**config.mk**
```make
export PLATFORM = sky130hd
export DESIGN_NAME = stm_front
export DESIGN_NICKNAME = d
export VERILOG_FILES = /design/src/hw/rtl/stm_pkg.sv /design/src/hw/rtl/stm_front.sv
export SDC_FILE = /design/constraint.sdc
export NUM_CORES = 1
export LEC_CHECK = 0
export BUFFER_PORTS_ARGS = -buffer_cell sky130_fd_sc_hd__buf_4
export CAP_MARGIN = 25
export CORE_UTILIZATION = 56
export CTS_BUF_LIST = sky130_fd_sc_hd__clkbuf_16
export DETAILED_ROUTE_END_ITERATION = 10
export PLACE_DENSITY = 0.84
export REMOVE_ABC_BUFFERS = 1
export SLEW_MARGIN = 0
export SYNTH_ARGS = -nofsm -noshare
export SYNTH_HDL_FRONTEND = slang
export SYNTH_SLANG_ARGS = --single-unit
export TNS_END_PERCENT = 10
```
**constraint.sdc**
```tcl
create_clock -name clk -period 6.36 [get_ports clk]
set_clock_uncertainty 0.1 [all_clocks]
set_input_delay 1.908 -clock clk [delete_from_list [all_inputs] [get_ports clk]]
set_output_delay 1.908 -clock clk [all_outputs]
set_load 0.1 [all_outputs]
```
**src/hw/rtl/stm_pkg.sv**
```systemverilog
`default_nettype none

package stm_pkg;

  localparam int COLS = 12;
  localparam int PIXELS = 96;

  localparam logic [1:0] CMD_LOAD   = 2'd0;
  localparam logic [1:0] CMD_WRITE  = 2'd1;
  localparam logic [1:0] CMD_RENDER = 2'd2;
  localparam logic [1:0] CMD_UNUSED = 2'd3;

  localparam int CFG_AW = 3;
  localparam int CFG_DW = 6;
  localparam logic [CFG_AW-1:0] REG_TEXT_ROW       = 3'd0;
  localparam logic [CFG_AW-1:0] REG_WINDOW_LEFT    = 3'd1;
  localparam logic [CFG_AW-1:0] REG_WINDOW_RIGHT   = 3'd2;
  localparam logic [CFG_AW-1:0] REG_CHAR_GAP       = 3'd3;
  localparam logic [CFG_AW-1:0] REG_MESSAGE_LENGTH = 3'd4;

  typedef struct packed {
    logic [1:0]        command;
    logic [4:0]        char_index;
    logic [5:0]        char_code;
    logic [1:0]        word_index;
    logic [31:0]       word_value;
    logic signed [7:0] scroll_step;
  } in_item_t;

  typedef struct packed {
    logic [31:0] frame_word0;
    logic [31:0] frame_word1;
    logic [31:0] frame_word2;
  } out_item_t;

  typedef struct packed {
    logic [2:0] text_row;
    logic [3:0] window_left;
    logic [3:0] window_right;
    logic [3:0] char_gap;
    logic [5:0] message_length;
  } cfg_t;

  typedef enum logic [1:0] {
    OP_LOAD,
    OP_WRITE,
    OP_RENDER,
    OP_NONE
  } op_t;

  typedef struct packed {
    op_t      op;
    in_item_t item;
  } job_t;

  typedef enum logic [2:0] {
    ST_IDLE,
    ST_START,
    ST_FETCH,
    ST_GLYPH,
    ST_FINAL,
    ST_DONE
  } st_t;

  function automatic logic [11:0] font_glyph(input logic [5:0] code);
    logic [11:0] g;
    case (code)
      6'd0:  g = 12'h57D;
      6'd1:  g = 12'h9EF;
      6'd2:  g = 12'h723;
      6'd3:  g = 12'hD6E;
      6'd4:  g = 12'h7E3;
      6'd5:  g = 12'h73C;
      6'd6:  g = 12'h72F;
      6'd7:  g = 12'hB7D;
      6'd8:  g = 12'hE97;
      6'd9:  g = 12'hE94;
      6'd10: g = 12'hBAD;
      6'd11: g = 12'h927;
      6'd12: g = 12'hBED;
      6'd13: g = 12'h1ED;
      6'd14: g = 12'hF6F;
      6'd15: g = 12'hF7C;
      6'd16: g = 12'h771;
      6'd17: g = 12'hF75;
      6'd18: g = 12'hF0F;
      6'd19: g = 12'hE92;
      6'd20: g = 12'hB6F;
      6'd21: g = 12'hB6A;
      6'd22: g = 12'h17F;
      6'd23: g = 12'hA95;
      6'd24: g = 12'hB52;
      6'd25: g = 12'hEF7;
      6'd26: g = 12'h56A;
      6'd27: g = 12'h597;
      6'd28: g = 12'hC67;
      6'd29: g = 12'hE4F;
      6'd30: g = 12'hB79;
      6'd31: g = 12'hF0F;
      6'd32: g = 12'hF3F;
      6'd33: g = 12'hE52;
      6'd34: g = 12'hFEF;
      6'd35: g = 12'hFCF;
      default: g = 12'h000;
    endcase
    return g;
  endfunction

  // Columns lo..hi, clipped to the window lft..rgt.
  function automatic logic [11:0] col_mask(input logic signed [11:0] lo,
                                           input logic signed [11:0] hi,
                                           input logic signed [11:0] lft,
                                           input logic signed [11:0] rgt);
    logic [11:0] m;
    logic signed [11:0] cs;
    for (int c = 0; c < COLS; c++) begin
      cs = 12'(c);
      m[c] = (cs >= lo) && (cs <= hi) && (cs >= lft) && (cs <= rgt);
    end
    return m;
  endfunction

endpackage

`default_nettype wire

```
**src/hw/rtl/stm_front.sv**
```systemverilog
`default_nettype none

module stm_front (
  input  wire logic              clk,
  input  wire logic              rst_n,
  input  wire logic              push,
  input  wire stm_pkg::in_item_t item,
  output logic                   full,
  output logic                   job_valid,
  output stm_pkg::job_t          job,
  input  wire logic              job_ready
);

  stm_pkg::job_t q_r [2];
  logic          wp_r, wp_nxt;
  logic          rp_r, rp_nxt;
  logic [1:0]    cnt_r, cnt_nxt;
  logic          do_push, do_pop;
  stm_pkg::job_t cls;

  always_comb begin
    cls.item = item;
    case (item.command)
      stm_pkg::CMD_LOAD:   cls.op = stm_pkg::OP_LOAD;
      stm_pkg::CMD_WRITE:  cls.op = stm_pkg::OP_WRITE;
      stm_pkg::CMD_RENDER: cls.op = stm_pkg::OP_RENDER;
      default:             cls.op = stm_pkg::OP_NONE;
    endcase
  end

  assign full      = (cnt_r == 2'd2);
  assign job_valid = (cnt_r != 2'd0);
  assign job       = q_r[rp_r];
  assign do_push   = push && !full;
  assign do_pop    = job_valid && job_ready;

  always_comb begin
    wp_nxt  = do_push ? ~wp_r : wp_r;
    rp_nxt  = do_pop ? ~rp_r : rp_r;
    cnt_nxt = cnt_r + {1'b0, do_push} - {1'b0, do_pop};
  end

  always_ff @(posedge clk) begin
    if (do_push) begin
      q_r[wp_r] <= cls;
    end
  end

  always_ff @(posedge clk) begin
    if (!rst_n) begin
      wp_r  <= 1'b0;
      rp_r  <= 1'b0;
      cnt_r <= 2'd0;
    end else begin
      wp_r  <= wp_nxt;
      rp_r  <= rp_nxt;
      cnt_r <= cnt_nxt;
    end
  end

endmodule

`default_nettype wire

```
==> results.py, run 1 <==
metrics = {
    "status": {
        "outcome": "completed",
    },
    "clocking": {
        "cts_tree": "built",
        "cts_made_buffers": 17,
        "cts_hold_buf": 0,
        "clk_path_buf_depth": 2,
        "clock_latency_ns": 0.39,
        "post_cts_resized": 0,
        "cts_setup_buffers": 0,
        "cts_root_buf": "clkbuf_16",
        "clk_pin_slew_worst_paths_ns": 0.05,
        "cts.sinks": 119,
        "htree_num_levels": 4,
    },
    "synth": {
        "ys_seq_area_share_pct": 78.7,
        "synthTopCellsByArea": "edfxtp_1, mux2_4, mux2_2, dfxtp_1, buf_6",
        "avgSynthCellArea_um2": 21.7,
        "synthArstFlopShare_pct": 0,
        "synth_edf_count": 114,
        "synth_cells": 206,
        "synth_top_family_by_area": "multiplexers",
        "synth_simple_gate_area_share_pct": 1.45,
        "synth_area_mm2": 0.00448,
        "synthAdderAreaFrac_pct": 0.559,
        "ys_ff_latch": 119,
        "synth_compound_area_share_pct": 0.168,
        "synth_cell_types": 20,
        "yosys_warnings": 0,
        "synth_top_area_share_pct": 76.5,
        "synthFlopType": "edfxtp_1",
        "yosysTopAreaCell": "edfxtp_1",
        "synthXorXnorAreaFrac_pct": 0.391,
        "synth_mux_area_share_pct": 17.1,
    },
    "worst_setup_path": {
        "cp-end-kind": "output pin",
        "crit_fanout": 57,
        "ff2ff_path_depth": 4,
        "r2r_slack_ns": 4.11,
        "arrival_ns": 2.03,
        "critPathLaunchType": "register",
        "worstPathRequired_ns": 4.35,
        "worstSetupPathType": "register to output pin",
        "reg2reg_from": "cnt_r[0]",
        "endpoint": "job[0]",
        "rr_endpoint": "q_r[0][18]",
    },
    "sta": {
        "slew_viol_final": 0,
        "setup_tns_ns": 0,
        "period_needed_ns": 4.04,
        "rsz0062_at_grt": "no",
        "relSlewSlack_pct": 38.6,
        "tightest_slew_ns": 0.921,
        "fmax_mhz": 248,
        "period_share_pct": 63.5,
        "finalSetupViolCount": 0,
        "hold_viol_final": 0,
    },
    "grt": {
        "grt_antenna_before_repair": 0,
        "grt_pass1_wl_um": 11300,
        "grt_util_met1_pct": 19.4,
        "grt_max_degree": 58,
        "grtUsageMet3_pct": 6.95,
        "met2_usage_pct": 33.1,
        "overflow": 0,
        "busiest_layer": "met2",
        "grtUsageTotal_pct": 18.8,
        "grt_pass1_vias": 2425,
    },
    "die": {
        "die_x_um": 91.4,
        "fp.dieH_um": 91.4,
        "rows": 32,
        "ios": 118,
        "die_area_mm2": 0.00836,
        "start_util_pct": 57.9,
        "core_area_mm2": 0.00773,
    },
    "placed_design": {
        "io_buffers": 117,
        "hpwl_um": 4670,
        "place_congestion": 0.681,
    },
    "detailed_routing": {
        "ant_nets": 0,
        "wl_um": 7310,
        "vias_per_cell": 5.03,
        "drt_first_pass_iters": 4,
        "wl_per_cell_um": 16.3,
        "drt_iter0_drc": 96,
        "num_vias": 2265,
        "drcViolationCount": 0,
    },
    "layout": {
        "final_common_cell": "buf_4",
        "fin_nets": 397,
        "antenna_cells": 0,
        "final_cell_mix": "buf_4, edfxtp_1, mux2_4, mux2_2, clkbuf_16",
        "syn_to_final_growth_pct": 33.8,
        "drive_gt1_share_pct": 58.9,
    },
    "job": {
        "maxCapViolations": 0,
    },
    "hold_path": {
        "hold_depth": 2,
        "hold_path.class": "register to register",
    },
}
[cell families (layout without fill, tap and decap cells)]
logic type,Yosys count,after routing
buf+inv,11,153
flops,119,119
compound gates,1,1
mux,58,58
simple gates,13,13
fa+ha+maj,2,2
xor+xnor,2,2
[per-stage QoR]
stage	cells	worst slack, ns	hold WS [ns]	util (%)	area (µm²)
after detailed placement	419	2.64	0.407	70.5	5450
final	450	2.32	0.429	77.5	5990
after global placement	419	2.66	0.395	70.5	5450
after CTS	450	2.28	0.432	77.5	5990
after floorplan	198	1.40	0.355	-	4410
after global routing	450	2.23	0.490	77.5	5990
[Yosys cell counts, types with 2 or more instances]
master / number
and2_1: 2
buf_2: 2
buf_6: 4
clkbuf_1: 2
dfxtp_1: 5
edfxtp_1: 114
ha_1: 2
inv_1: 3
mux2_2: 27
mux2_4: 30
nand2_1: 2
nand2b_1: 2
nor2_1: 4
[state kept, by name, indices dropped and copies added, names as in the netlist, named ones only]
name,flops
cnt_r,2
q_r,114
rp_r,1
wp_r,1
[how the worst min path moves through the flow]
stage / start / end / slack [ns]
floorplan: wp_r / wp_r / 0.35
global placement: rp_r / register / 0.39
detailed placement: rp_r / register / 0.41
CTS: wp_r / wp_r / 0.43
global route: wp_r / wp_r / 0.49
finish: wp_r / wp_r / 0.43
[final cells by class]
type / instances / area, µm²
multi-input cells: 76 / 888
repair buffers: 119 / 893
inverters: 3 / 11.3
clock inverters: 14 / 118
fillers: 439 / 1740
flip-flops and latches: 119 / 3530
clock buffers: 17 / 425
well taps: 102 / 128
[metal layers]
metal | up-vias | share of wire, %
li1 | 1062 | -
met1 | 1107 | 38
met2 | 84 | 55
met5 | - | 0
met4 | 0 | 1.7
met3 | 12 | 5.7
[critical path, cell delays in order (launching register included)]
cell     delay [ns]
dfxtp_4        0.96
mux2_2         0.44
buf_4          0.24
Power of run 1 is left out: the tool's default activity adds up to more than one toggle a clock period on the data nets, which glitch-free logic cannot reach.
==> run 2: changes to the inputs <==
CORE_UTILIZATION = 47   (was 56)
PLACE_DENSITY = 0.75   (was 0.84)
clock period = 3.5 ns   (was 6.36 ns; I/O delays follow)
==> results.py, run 2 (synthesized netlist as in run 1, its figures left out) <==
metrics = {
    "worst_setup_path": {
        "worstSetupPathType": "register to output pin",
        "cp_slowest_stage_delay_ns": 0.62,
        "worstPathRequired_ns": 2.35,
        "endpoint": "job[25]",
        "ff2ff_path_depth": 8,
        "reg2reg_from": "cnt_r[0]",
        "critPathLaunchType": "register",
        "cp_cell_sequence": "buf_4 > mux2_2 > buf_4",
        "cp_slowest_cell": "dfxtp_4",
        "cp_top_family": "flip-flops",
        "cp-end-kind": "output pin",
        "critical_path_buf_inv_count": 2,
        "crit_fanout": 25,
        "r2r_slack_ns": 1.72,
        "arrival_ns": 1.96,
        "rr_endpoint": "cnt_r[1]",
        "cpMostUsedCell": "buf_4",
        "cp.depth": 3,
    },
    "die": {
        "die_x_um": 99.6,
        "die_area_mm2": 0.00992,
        "ios": 118,
        "rows": 35,
        "fp.dieH_um": 99.6,
        "start_util_pct": 48.4,
        "core_area_mm2": 0.00924,
    },
    "placed_design": {
        "place_congestion": 0.642,
        "io_buffers": 117,
        "hpwl_um": 4480,
    },
    "sta": {
        "hold_viol_final": 0,
        "fmax_mhz": 321,
        "period_needed_ns": 3.11,
        "relSlewSlack_pct": 71.3,
        "rsz0062_at_grt": "no",
        "finalSetupViolCount": 0,
        "tightest_slew_ns": 0.430,
        "slew_viol_final": 0,
        "period_share_pct": 88.9,
    },
    "grt": {
        "grtUsageTotal_pct": 15.5,
        "grt_pass1_wl_um": 11000,
        "grt_pass1_vias": 2312,
        "overflow": 0,
        "grt_antenna_before_repair": 0,
        "grt_max_degree": 58,
    },
    "layout": {
        "antenna_cells": 0,
        "reg_top3": "q_r (114), cnt_r (2)",
        "final_util_pct": 66.5,
        "fin_nets": 399,
        "multi_input_area_um2": 888,
        "regArea_mm2": 0.00353,
        "fillers": 639,
        "syn_to_final_growth_pct": 37.3,
        "largest_register_ffs": 114,
        "drive_gt1_share_pct": 59.8,
        "top_register": "q_r",
        "final_cell_mix": "buf_4, edfxtp_1, mux2_4, mux2_2, clkbuf_16",
        "final_common_cell": "buf_4",
    },
    "job": {
        "maxCapViolations": 0,
    },
    "detailed_routing": {
        "drt_iter0_drc": 85,
        "vias_per_cell": 4.67,
        "ant_nets": 0,
        "wl_um": 7040,
        "drcViolationCount": 0,
        "num_vias": 2243,
        "drt_first_pass_iters": 4,
        "wl_per_cell_um": 14.7,
    },
    "clocking": {
        "clk_path_buf_depth": 2,
        "cts_root_buf": "clkbuf_16",
        "htree_num_levels": 4,
        "cts_made_buffers": 17,
        "cts_tree": "built",
        "clk_pin_slew_worst_paths_ns": 0.05,
        "cts_setup_buffers": 0,
        "post_cts_resized": 0,
        "cts.sinks": 119,
        "clock_latency_ns": 0.40,
        "cts_hold_buf": 0,
    },
    "hold_path": {
        "hold_path.class": "register to register",
        "hold_depth": 2,
    },
    "status": {
        "outcome": "completed",
    },
}
run 2: final cells by class:
| class | instances | area share (%) |
|---|---|---|
| Sequential cell | 119 | 57.4 |
| Timing Repair Buffer | 121 | 15.4 |
| Multi-Input combinational cell | 76 | 14.5 |
| Clock buffer | 17 | 6.92 |
| Clock inverter | 15 | 3.03 |
| Tap cell | 129 | 2.63 |
| Inverter | 3 | 0.183 |
run 2: metrics by stage:
stage          TNS, ns  area [µm²]  instances  hold WS, ns  setup slack [ns]
2_1_floorplan   -48.22        4410        198        0.355            -0.602
3_3_place_gp         0        5530        448        0.394             0.773
3_5_place_dp         0        5530        448        0.401             0.779
4_1_cts              0        6150        480        0.422             0.351
5_1_grt              0        6150        480        0.453             0.292
6_report             0        6150        480        0.415             0.388
run 2: how the worst min path moves through the flow:
stage,start,endpoint,slack (ns)
finish,rp_r,register,0.42
global route,rp_r,register,0.45
CTS,wp_r,wp_r,0.42
detailed placement,rp_r,register,0.40
global placement,rp_r,rp_r,0.39
floorplan,wp_r,wp_r,0.35
run 2: metal layers:
layer | up-vias | part of all wire, % | GRT usage, %
met2 | 89 | 49 | 25.2
met5 | - | 0 | 0
met4 | 0 | 1.5 | 6.79
met1 | 1075 | 43 | 17.3
li1 | 1066 | - | -
met3 | 13 | 6.7 | 7.80
run 2: worst register-to-register path, cell delays in order (launching register included):
cell      delay (ns)
dfxtp_1         0.36
nand2b_1        0.16
nand2_1         0.15
ha_1            0.31
inv_1           0.04
ha_1            0.17
xor2_1          0.14
and2_1          0.15
nor3_1          0.11
Power of run 2 is left out for the same reason.
==> run 3: changes to the inputs <==
--- a/config.mk
+++ b/config.mk
@@ -11,5 +11,5 @@
 export CTS_BUF_LIST = sky130_fd_sc_hd__clkbuf_16
 export DETAILED_ROUTE_END_ITERATION = 10
-export PLACE_DENSITY = 0.75
+export PLACE_DENSITY = 0.73
 export REMOVE_ABC_BUFFERS = 1
 export SLEW_MARGIN = 0
==> constraint.sdc (replaced) <==
create_clock -name clk -period 3.5 [get_ports clk]
set_clock_uncertainty 0.1 [all_clocks]
set_input_delay 0.7 -clock clk [delete_from_list [all_inputs] [get_ports clk]]
set_output_delay 0.7 -clock clk [all_outputs]
set_load 0.1 [all_outputs]
==> results.py, run 3 (synthesized netlist as in run 1, its figures left out) <==
metrics = {
    "sta": {
        "period_share_pct": 79.7,
        "relSlewSlack_pct": 63.9,
        "tightest_slew_ns": 0.541,
        "fmax_mhz": 359,
        "rsz0062_at_grt": "no",
        "setup_tns_ns": 0,
        "hold_viol_final": 0,
        "finalSetupViolCount": 0,
        "slew_viol_final": 0,
        "period_needed_ns": 2.79,
    },
    "layout": {
        "drive_gt1_share_pct": 60.3,
        "syn_to_final_growth_pct": 36.6,
        "largest_register_ffs": 114,
        "top_register": "q_r",
        "final_common_cell": "buf_4",
        "fillers": 649,
        "antenna_cells": 0,
        "final_cell_mix": "buf_4, edfxtp_1, mux2_4, mux2_2, clkbuf_16",
        "reg_top3": "q_r (114), cnt_r (2)",
        "fin_nets": 398,
        "multi_input_area_um2": 888,
        "regArea_mm2": 0.00353,
    },
    "clocking": {
        "clk_path_buf_depth": 2,
        "cts_hold_buf": 0,
        "htree_num_levels": 4,
        "cts_made_buffers": 17,
        "clock_latency_ns": 0.39,
        "post_cts_resized": 0,
        "clk_pin_slew_worst_paths_ns": 0.05,
        "cts.sinks": 119,
        "cts_setup_buffers": 0,
        "cts_root_buf": "clkbuf_16",
        "cts_tree": "built",
    },
    "die": {
        "die_area_mm2": 0.00992,
        "rows": 35,
        "die_x_um": 99.6,
        "ios": 118,
        "core_area_mm2": 0.00924,
        "fp.dieH_um": 99.6,
        "start_util_pct": 48.4,
    },
    "grt": {
        "grt_max_degree": 49,
        "grt_antenna_before_repair": 0,
        "grtUsageTotal_pct": 15.1,
        "overflow": 0,
        "grt_pass1_wl_um": 10800,
        "grt_pass1_vias": 2330,
    },
    "detailed_routing": {
        "num_vias": 2261,
        "vias_per_cell": 4.72,
        "wl_per_cell_um": 14.7,
        "wl_um": 7030,
        "drt_first_pass_iters": 4,
        "drcViolationCount": 0,
        "ant_nets": 0,
        "drt_iter0_drc": 46,
    },
    "hold_path": {
        "holdCritStartpoint": "item[3]",
        "hold_path.class": "input pin to register",
    },
    "worst_setup_path": {
        "crit_fanout": 33,
        "critPathLaunchType": "register",
        "arrival_ns": 1.99,
        "cp-end-kind": "output pin",
        "cp_cell_sequence": "buf_12 > mux2_2 > buf_4",
        "worstSetupPathType": "register to output pin",
        "cp_slowest_stage_delay_ns": 0.68,
        "cp_slowest_cell": "dfxtp_4",
        "worstPathRequired_ns": 2.70,
        "reg2reg_from": "cnt_r[0]",
    },
    "placed_design": {
        "hpwl_um": 4430,
        "io_buffers": 117,
        "place_congestion": 0.626,
    },
    "status": {
        "outcome": "completed",
    },
    "job": {
        "maxCapViolations": 0,
    },
}
## run 3: cell count changes in the layout (fill, tap and decap cells not counted), sizes merged
cell	delta
clkinvlp	+1
buf	-1
bufinv	-1
## run 3: critical path, delay by kind of cell, from the launching register on
kind	cells	cell delay, ns
buffers and inverters	2	0.51
multiplexers	1	0.37
flip-flops	1	0.68
## run 3: area by class of cell
type	instances	area share [%]
clock buffers	17	6.96
repair buffers	120	15.3
clock inverters	15	2.66
well taps	129	2.64
inverters	3	0.184
flip-flops and latches	119	57.7
multi-input cells	76	14.5
## run 3: metal layers
| metal | track usage, % | part of all wire (%) |
|---|---|---|
| met5 | 0 | 0 |
| met4 | 8.48 | 1.9 |
| met3 | 6.54 | 6.5 |
| met2 | 24.8 | 49 |
| met1 | 16.5 | 42 |
## run 3: final timing paths
check | slack [ns] | depth (start not counted) | end
hold / removal | 0.38 | 1 | q_r[1][3]
hold reg to reg | 0.43 | 2 | register
setup / recovery | 0.71 | 3 | job[56]
setup reg to reg | 1.68 | 3 | q_r[1][12]
## run 3: per-stage QoR
| stage | area [µm²] | worst slack, ns | cells | hold slack, ns | utilization, % |
|---|---|---|---|---|---|
| floorplan | 4410 | -0.252 | 198 | 0.355 | - |
| global placement | 5530 | 1.12 | 447 | 0.394 | 59.8 |
| detailed placement | 5530 | 1.11 | 447 | 0.408 | 59.8 |
| CTS | 6110 | 0.674 | 479 | 0.365 | 66.2 |
| global route | 6110 | 0.625 | 479 | 0.358 | 66.2 |
| finish | 6110 | 0.711 | 479 | 0.381 | 66.2 |
Power of run 3 is left out for the same reason.
